**config.mk**
```make
export PLATFORM = sky130hd
export DESIGN_NAME = grc_ctrl
export DESIGN_NICKNAME = d
export VERILOG_FILES = /design/src/rtl/core/grc_pkg.sv /design/src/rtl/core/grc_ctrl.sv
export SDC_FILE = /design/constraint.sdc
export NUM_CORES = 1
export LEC_CHECK = 0
export BUFFER_PORTS_ARGS = -buffer_cell sky130_fd_sc_hd__buf_2
export CAP_MARGIN = 20
export CORE_MARGIN = 2
export CORE_UTILIZATION = 46
export DETAILED_ROUTE_END_ITERATION = 8
export GPL_TIMING_DRIVEN = 0
export PLACE_DENSITY = 0.78
export SLEW_MARGIN = 10
export SYNTH_ARGS = -nofsm -noshare
export SYNTH_HDL_FRONTEND = slang
export SYNTH_SLANG_ARGS = --single-unit
export TNS_END_PERCENT = 30
```
**constraint.sdc**
```tcl
create_clock -name clk -period 2.55 [get_ports clk]
set_clock_uncertainty 0.1 [all_clocks]
set_input_delay 0.255 -clock clk [delete_from_list [all_inputs] [get_ports clk]]
set_output_delay 0.255 -clock clk [all_outputs]
set_load 0.1 [all_outputs]
```
**src/rtl/core/grc_pkg.sv**
```systemverilog
`timescale 1ns / 1ps
// ----------------------------------------------------------------------------
// grc_pkg
// Shared types, widths and codes of the grid ray caster.
// ----------------------------------------------------------------------------
package grc_pkg;

  localparam int DEF_GRID_COLS = 32;
  localparam int DEF_GRID_ROWS = 32;
  localparam int DEF_CELL_SIZE = 64;

  // Configuration register indexes.
  localparam logic [1:0] REG_START_X    = 2'd0;
  localparam logic [1:0] REG_START_Y    = 2'd1;
  localparam logic [1:0] REG_ALONG_EPS  = 2'd2;
  localparam logic [1:0] REG_ACROSS_EPS = 2'd3;

  localparam int CFG_W = 27;
  localparam logic [15:0] EPS_RESET = 16'd64;

  // Opcodes.
  localparam logic OP_WRITE = 1'b0;
  localparam logic OP_CAST  = 1'b1;

  // Cell index units: position below 2^34, cell size in Q16.16 below 2^27,
  // quotient below 2^11.
  localparam int IDX_NW = 34;
  localparam int IDX_DW = 27;
  localparam int IDX_QW = 11;

  // Step setup divider: |offset * component| below 2^42 over a 16-bit magnitude.
  localparam int SDIV_NW = 42;
  localparam int SDIV_DW = 16;
  localparam int SDIV_QW = 42;

  localparam int P_W   = 34;
  localparam int S_W   = 44;
  localparam int STS_W = 43;
  localparam int POS_W = 36;

  // Multiplier operand selection.
  localparam logic [2:0] MUL_PS = 3'd0;
  localparam logic [2:0] MUL_CS = 3'd1;
  localparam logic [2:0] MUL_VX = 3'd2;
  localparam logic [2:0] MUL_VY = 3'd3;
  localparam logic [2:0] MUL_HX = 3'd4;
  localparam logic [2:0] MUL_HY = 3'd5;

  // Squared length accumulator operations.
  localparam logic [2:0] ACC_NONE  = 3'd0;
  localparam logic [2:0] ACC_V_SET = 3'd1;
  localparam logic [2:0] ACC_V_ADD = 3'd2;
  localparam logic [2:0] ACC_H_SET = 3'd3;
  localparam logic [2:0] ACC_H_ADD = 3'd4;

  typedef struct packed {
    logic              opcode;
    logic signed [15:0] dir_x;
    logic signed [15:0] dir_y;
    logic [4:0]        cell_row;
    logic [4:0]        cell_col;
    logic              cell_wall;
  } grc_in_t;

  typedef struct packed {
    logic signed [31:0] hit_vec_x;
    logic signed [31:0] hit_vec_y;
    logic               hit_side;
  } grc_out_t;

  typedef struct packed {
    logic       load;
    logic       clr_wr;
    logic       cell_wr;
    logic       horiz;
    logic       base_go;
    logic       set_p;
    logic       mul_en;
    logic [2:0] mul_sel;
    logic       sdiv_go;
    logic       set_s;
    logic       set_sts;
    logic       probe_go;
    logic       step;
    logic       save_sat;
    logic       save_vec;
    logic [2:0] acc_op;
    logic       out_load;
  } grc_cmd_t;

  typedef struct packed {
    logic clr_done;
    logic opcode;
    logic dp_zero;
    logic idx_busy;
    logic sdiv_busy;
    logic ovf;
    logic steps_done;
    logic outside;
    logic wall;
    logic out_free;
  } grc_stat_t;

endpackage

```
**src/rtl/core/grc_ctrl.sv**
```systemverilog
`timescale 1ns / 1ps
// ----------------------------------------------------------------------------
// grc_ctrl
// Sequencer of the ray caster: map clearing, cell writes and the two marches.
// ----------------------------------------------------------------------------
module grc_ctrl (
  input  logic               clk,
  input  logic               rst,
  input  logic               in_valid,
  output logic               in_stall,
  input  grc_pkg::grc_stat_t stat,
  output grc_pkg::grc_cmd_t  cmd
);
  import grc_pkg::*;

  localparam logic [4:0] ST_CLEAR    = 5'd0;
  localparam logic [4:0] ST_IDLE     = 5'd1;
  localparam logic [4:0] ST_DISPATCH = 5'd2;
  localparam logic [4:0] ST_START    = 5'd3;
  localparam logic [4:0] ST_BASE     = 5'd4;
  localparam logic [4:0] ST_MUL1     = 5'd5;
  localparam logic [4:0] ST_DIV1     = 5'd6;
  localparam logic [4:0] ST_WAIT1    = 5'd7;
  localparam logic [4:0] ST_MUL2     = 5'd8;
  localparam logic [4:0] ST_DIV2     = 5'd9;
  localparam logic [4:0] ST_WAIT2    = 5'd10;
  localparam logic [4:0] ST_CHECK    = 5'd11;
  localparam logic [4:0] ST_PROBE    = 5'd12;
  localparam logic [4:0] ST_READ     = 5'd13;
  localparam logic [4:0] ST_SQ0      = 5'd14;
  localparam logic [4:0] ST_SQ1      = 5'd15;
  localparam logic [4:0] ST_SQ2      = 5'd16;
  localparam logic [4:0] ST_SQ3      = 5'd17;
  localparam logic [4:0] ST_SQ4      = 5'd18;
  localparam logic [4:0] ST_OUT      = 5'd19;

  logic [4:0] state, state_next;
  logic       horiz, horiz_next;
  logic       march_end;

  assign in_stall = (state != ST_IDLE);

  always_ff @(posedge clk) begin
    if (rst) begin
      state <= ST_CLEAR;
      horiz <= 1'b0;
    end else begin
      state <= state_next;
      horiz <= horiz_next;
    end
  end

  always_comb begin
    cmd         = '0;
    cmd.horiz   = horiz;
    cmd.acc_op  = ACC_NONE;
    cmd.mul_sel = MUL_PS;
    state_next  = state;
    horiz_next  = horiz;
    march_end   = 1'b0;

    unique case (state)
      ST_CLEAR: begin
        cmd.clr_wr = 1'b1;
        if (stat.clr_done) begin
          state_next = ST_IDLE;
        end
      end
      ST_IDLE: begin
        if (in_valid) begin
          cmd.load   = 1'b1;
          state_next = ST_DISPATCH;
        end
      end
      ST_DISPATCH: begin
        if (stat.opcode == OP_CAST) begin
          horiz_next = 1'b0;
          state_next = ST_START;
        end else begin
          cmd.cell_wr = 1'b1;
          state_next  = ST_IDLE;
        end
      end
      ST_START: begin
        if (stat.dp_zero) begin
          cmd.save_sat = 1'b1;
          march_end    = 1'b1;
        end else begin
          cmd.base_go = 1'b1;
          state_next  = ST_BASE;
        end
      end
      ST_BASE: begin
        if (!stat.idx_busy) begin
          cmd.set_p  = 1'b1;
          state_next = ST_MUL1;
        end
      end
      ST_MUL1: begin
        cmd.mul_en  = 1'b1;
        cmd.mul_sel = MUL_PS;
        state_next  = ST_DIV1;
      end
      ST_DIV1: begin
        cmd.sdiv_go = 1'b1;
        state_next  = ST_WAIT1;
      end
      ST_WAIT1: begin
        if (!stat.sdiv_busy) begin
          cmd.set_s  = 1'b1;
          state_next = ST_MUL2;
        end
      end
      ST_MUL2: begin
        cmd.mul_en  = 1'b1;
        cmd.mul_sel = MUL_CS;
        state_next  = ST_DIV2;
      end
      ST_DIV2: begin
        cmd.sdiv_go = 1'b1;
        state_next  = ST_WAIT2;
      end
      ST_WAIT2: begin
        if (!stat.sdiv_busy) begin
          cmd.set_sts = 1'b1;
          state_next  = ST_CHECK;
        end
      end
      ST_CHECK: begin
        if (stat.steps_done) begin
          cmd.save_vec = 1'b1;
          march_end    = 1'b1;
        end else if (stat.ovf) begin
          cmd.save_sat = 1'b1;
          march_end    = 1'b1;
        end else begin
          cmd.probe_go = 1'b1;
          state_next   = ST_PROBE;
        end
      end
      ST_PROBE: begin
        if (!stat.idx_busy) begin
          if (stat.outside) begin
            cmd.save_vec = 1'b1;
            march_end    = 1'b1;
          end else begin
            state_next = ST_READ;
          end
        end
      end
      ST_READ: begin
        if (stat.wall) begin
          cmd.save_vec = 1'b1;
          march_end    = 1'b1;
        end else begin
          cmd.step   = 1'b1;
          state_next = ST_CHECK;
        end
      end
      ST_SQ0: begin
        cmd.mul_en  = 1'b1;
        cmd.mul_sel = MUL_VX;
        state_next  = ST_SQ1;
      end
      ST_SQ1: begin
        cmd.acc_op  = ACC_V_SET;
        cmd.mul_en  = 1'b1;
        cmd.mul_sel = MUL_VY;
        state_next  = ST_SQ2;
      end
      ST_SQ2: begin
        cmd.acc_op  = ACC_V_ADD;
        cmd.mul_en  = 1'b1;
        cmd.mul_sel = MUL_HX;
        state_next  = ST_SQ3;
      end
      ST_SQ3: begin
        cmd.acc_op  = ACC_H_SET;
        cmd.mul_en  = 1'b1;
        cmd.mul_sel = MUL_HY;
        state_next  = ST_SQ4;
      end
      ST_SQ4: begin
        cmd.acc_op = ACC_H_ADD;
        state_next = ST_OUT;
      end
      ST_OUT: begin
        if (stat.out_free) begin
          cmd.out_load = 1'b1;
          state_next   = ST_IDLE;
        end
      end
      default: begin
        state_next = ST_IDLE;
      end
    endcase

    // The vertical march is followed by the horizontal one, then the compare.
    if (march_end) begin
      if (!horiz) begin
        horiz_next = 1'b1;
        state_next = ST_START;
      end else begin
        state_next = ST_SQ0;
      end
    end
  end

endmodule

```
==> results.md <==
Status:
- The flow ran to the end, and the final reports show no timing, DRC or antenna violations.

Yosys:
- The distinct cell type count after synthesis is 43.
- The part of the Yosys area used for sequential elements is 0.151.
- The synthesized-area fraction occupied by xor and xnor cells is 0.
- The Yosys step of the flow raised 0 warnings.
- Summed over all instances, the cell type with the most area after synthesis is dfxtp_1.
- The basic-gate share of the synthesized area counting and, or, nand and nor cells is 0.482.
- Synthesis produced a netlist with a net count of 128.
- The number of synthesized register bits is 6.
- The mapped netlist covers between 700 and 800 um2.
- After technology mapping, the gate count stands at ~120.
- The average instance area after synthesis is about 6.9 um2.
- The share of the synthesized area in the top cell type is 0.151.
- Of the total synthesized cell area, the portion taken by full adders, half adders and majority gates is 0.
- The synthesized-area fraction occupied by ao, oa, aoi and oai cells is 0.268.
- The main combinational cell family by area after synthesis is simple AND/OR/NAND/NOR gates.
- The multiplexer fraction of the synthesized cell area is 0.0126.
- Yosys attributes the largest share of cell area to dfxtp_1 15%, nor2_1 5.2%, nor3_1 5.0%.

Timing:
- The count of endpoints failing setup in the final report is 0.
- For the pin with the worst max-slew slack, the measured transition is 0.580 ns.
- The fmax is 409 MHz.
- The worst-case setup margin in the final layout is between 0.1 and 0.15 ns.
- Headroom to the max-slew limit came out at 0.610.
- For the final routed database, the setup TNS stands at 0 ns.
- The share of the clock period used by the worst path after layout is 0.959.
- The number of max-slew violations in the final report is 0.
- For the finished layout, the period the worst path requires is between 2 and 2.5 ns.
- Setup repair after global routing left no endpoint under its margin.
- The number of endpoints with negative hold slack in the final report came to 0.

Critical path:
- Of all nets on the critical path, the largest fanout is 10.
- The endpoint kind of the worst setup timing path is an output pin.
- The data arrival time at the worst-slack endpoint is ~2.1 ns.
- The startpoint type of the worst setup path is a register.
- The maximum single-stage delay on the critical path is 0.46 ns.
- The critical setup path kind is reg -> out.
- Counting both buffers and inverters, the worst setup path holds a total of 3.
- The largest delay contributor family on the critical path is buffers and inverters.
- The largest individual stage delay along the critical path comes from the cell dfxtp_1.
- The signal on the critical path passes through clkbuf_2 -> clkbuf_2 -> nor2b_1 -> a22oi_1 -> nor2_1 -> buf_4.
- Data on the critical path is required at its endpoint by roughly 2.2 ns.
- Counting stages on the worst path, the most repeated cell is clkbuf_2.

Run:
- The total of max-cap violations is 0.

Routing:
- The DRC violation count after routing is 0.
- Summed over all nets, wire length on met2 after detailed routing comes to roughly 1200 um.
- The highest layer used for signal routing is met4.
- In the detailed route, the total length drawn on met3 is ~130 um.
- The detailed-route wire length is 2430 um.
- The average via count per standard cell is 6.00.
- After the first detailed-routing iteration, the DRC count stood at 35.
- The detailed router placed a little over 1k vias in this run.
- The residual antenna-violating net count after detailed routing is 0.
- The wire length per cell is between 10 and 15 um.
- The iteration count of the initial detailed-routing pass is 4.
- In the final routing, the length of wire on met1 measures around 1100 um.

GRT:
- The number of global-route vias before repair is 860.
- The overall global routing resource usage is 0.253.
- The largest net degree at the start of global routing is 11.
- The first global-routing pass estimated a little under 4000 um of wire.
- Global routing finished with a remaining overflow of 0.
- The initial antenna violation count came to 0.

CTS:
- The buffer type at the clock tree root is clkbuf_4.
- The number of hold-repair buffers added at the cts stage is 0.
- In this run, CTS created clock tree buffers numbering 3.
- The later pin in the worst-skew pair is clocked with a latency of around 0.24 ns.
- The number of H-tree levels is 1.
- After clock tree synthesis, the clock-pin slew on the worst setup and hold paths is roughly 0.04 ns.
- TritonCTS built the clock tree.
- The clock passes through at most 2 buffers.
- The sink count of the clock tree is 6.

Placed design:
- At the end of routability-driven placement, the weighted congestion stood at 0.879.
- The setup slack after placement is -0.0245 ns.
- The placed wire-length estimate is roughly 1800 um.
- Port buffering added 33 buffers.

Floorplanning:
- The boundary pin count is 35.
- The die covers slightly above 2000 um2.
- Measured along the x axis, the die boundary spans about 46 um.
- The number of placement rows is 15.
- The starting utilization of the core area is 0.476.
- Measured along the y axis, the die boundary spans around 46 um.
- The core region area is ~1700 um2.

Finish:
- The ratio of cells with drive above 1 in the final layout is 0.404.
- From synthesis to final layout, the design area changed by 37.2%.
- The number of diodes added for antenna fixing is 0.
- Leaving out fill and tap cells, the most frequent cell in the layout is buf_2.
- The library cells used most frequently in the layout, excluding fill and tap cells, are 33 x buf_2, 11 x nor2_1, 9 x nand2_1.
- The filler cells instantiated in the layout total 156.
- The final layout contains around 170 nets.

Power:
- VDD sags by at most about 0.7 mV.
- Dividing total power by cell area gives a power density of a little over 1000 nW/um2.
- The total design power is approximately 0.0011 W.
- The total leakage power is 0.484 nW.

Hold path:
- The min-delay analysis places its worst path in the category in -> reg.
flip-flops by register name (all words and copies together) (netlist names):
name and count:
state 5, horiz 1
stage by stage:
| step | instances | util | hold WS, ns | cell area [um2] |
|---|---|---|---|---|
| detailed placement | 165 | 0.633 | 0.447 | 1060 |
| floorplan | 115 | - | 0.395 | 871 |
| global placement | 165 | 0.633 | 0.441 | 1060 |
| CTS | 168 | 0.651 | 0.245 | 1090 |
| finish | 168 | 0.652 | 0.246 | 1090 |
| global route | 168 | 0.652 | 0.274 | 1090 |
metal layers:
metal / track usage / up-vias
li1: - / 503
met1: 0.351 / 466
met2: 0.394 / 37
met3: 0.0238 / 2
met4: 0.112 / 0
met5: 0 / -
cell usage after synthesis, drive strengths merged:
master,count
a2111oi,1
a21oi,4
o211ai,2
clkbuf,7
nor4b,3
nor4,5
or4,2
a22oi,1
o311ai,1
o32ai,1
and2,2
nand4,1
and3,2
nand2b,5
dfxtp,6
a311o,1
a211oi,4
o21a,1
o21ai,4
nor3,9
nor3b,1
nand2,10
inv,2
or3b,3
nand3,1
nor2,11
nor2b,3
buf,6
and4b,1
a21o,4
a31oi,1
or3,3
nand3b,2
mux2i,1
a2111o,1
or2,2
o311a,1
area by class of cell:
cell class              instances  area [um2]  area share
flip-flops and latches          6         120       0.110
multi-input cells              94         682       0.626
clock buffers                   3        22.5      0.0207
repair buffers                 33         173       0.158
inverters                       2        7.51     0.00689
plain buffers                  13        63.8      0.0586
well taps                      17        21.3      0.0195
final timing paths:
kind              startpoint  endpoint  slack, ns  cells after the start
hold / removal           rst  state[4]       0.25                      2
setup reg to reg    state[1]  state[0]       0.45                      7
setup / recovery    state[3]   cmd[10]       0.10                      6
hold reg to reg        horiz  state[0]       0.45                      1
worst reg2reg max path, delay by kind of cell, from the launching register on:
| kind | cells | cell delay, ns |
|---|---|---|
| AO/OA/AOI/OAI | 2 | 0.38 |
| flip-flops | 1 | 0.30 |
| AND/OR/NAND/NOR | 3 | 0.88 |
| buffers and inverters | 2 | 0.33 |
power breakdown:
| part | switching, W | total [W] | internal, W |
|---|---|---|---|
| combinational | 0.000686 | 0.000905 | 0.000220 |
| sequential | 0.00000729 | 0.000125 | 0.000118 |
| clock | 0.0000303 | 0.0000833 | 0.0000530 |
| total | 0.000723 | 0.00111 | 0.000391 |
what timing repair did:
action / CTS / global route
setup endpoints to repair: 2 / 1
gates resized for setup: 4 / 1
buffers inserted: 0 / 0
endpoints found under the hold margin: 0 / 0
kinds of logic (layout without fill, tap and decap cells):
kind of cell	Yosys count	in the layout
AO/OA/AOI/OAI	27	27
buffers and inverters	15	51
flip-flops	6	6
multiplexers	1	1
AND/OR/NAND/NOR	66	66
Power figures use the tool's default switching activity.
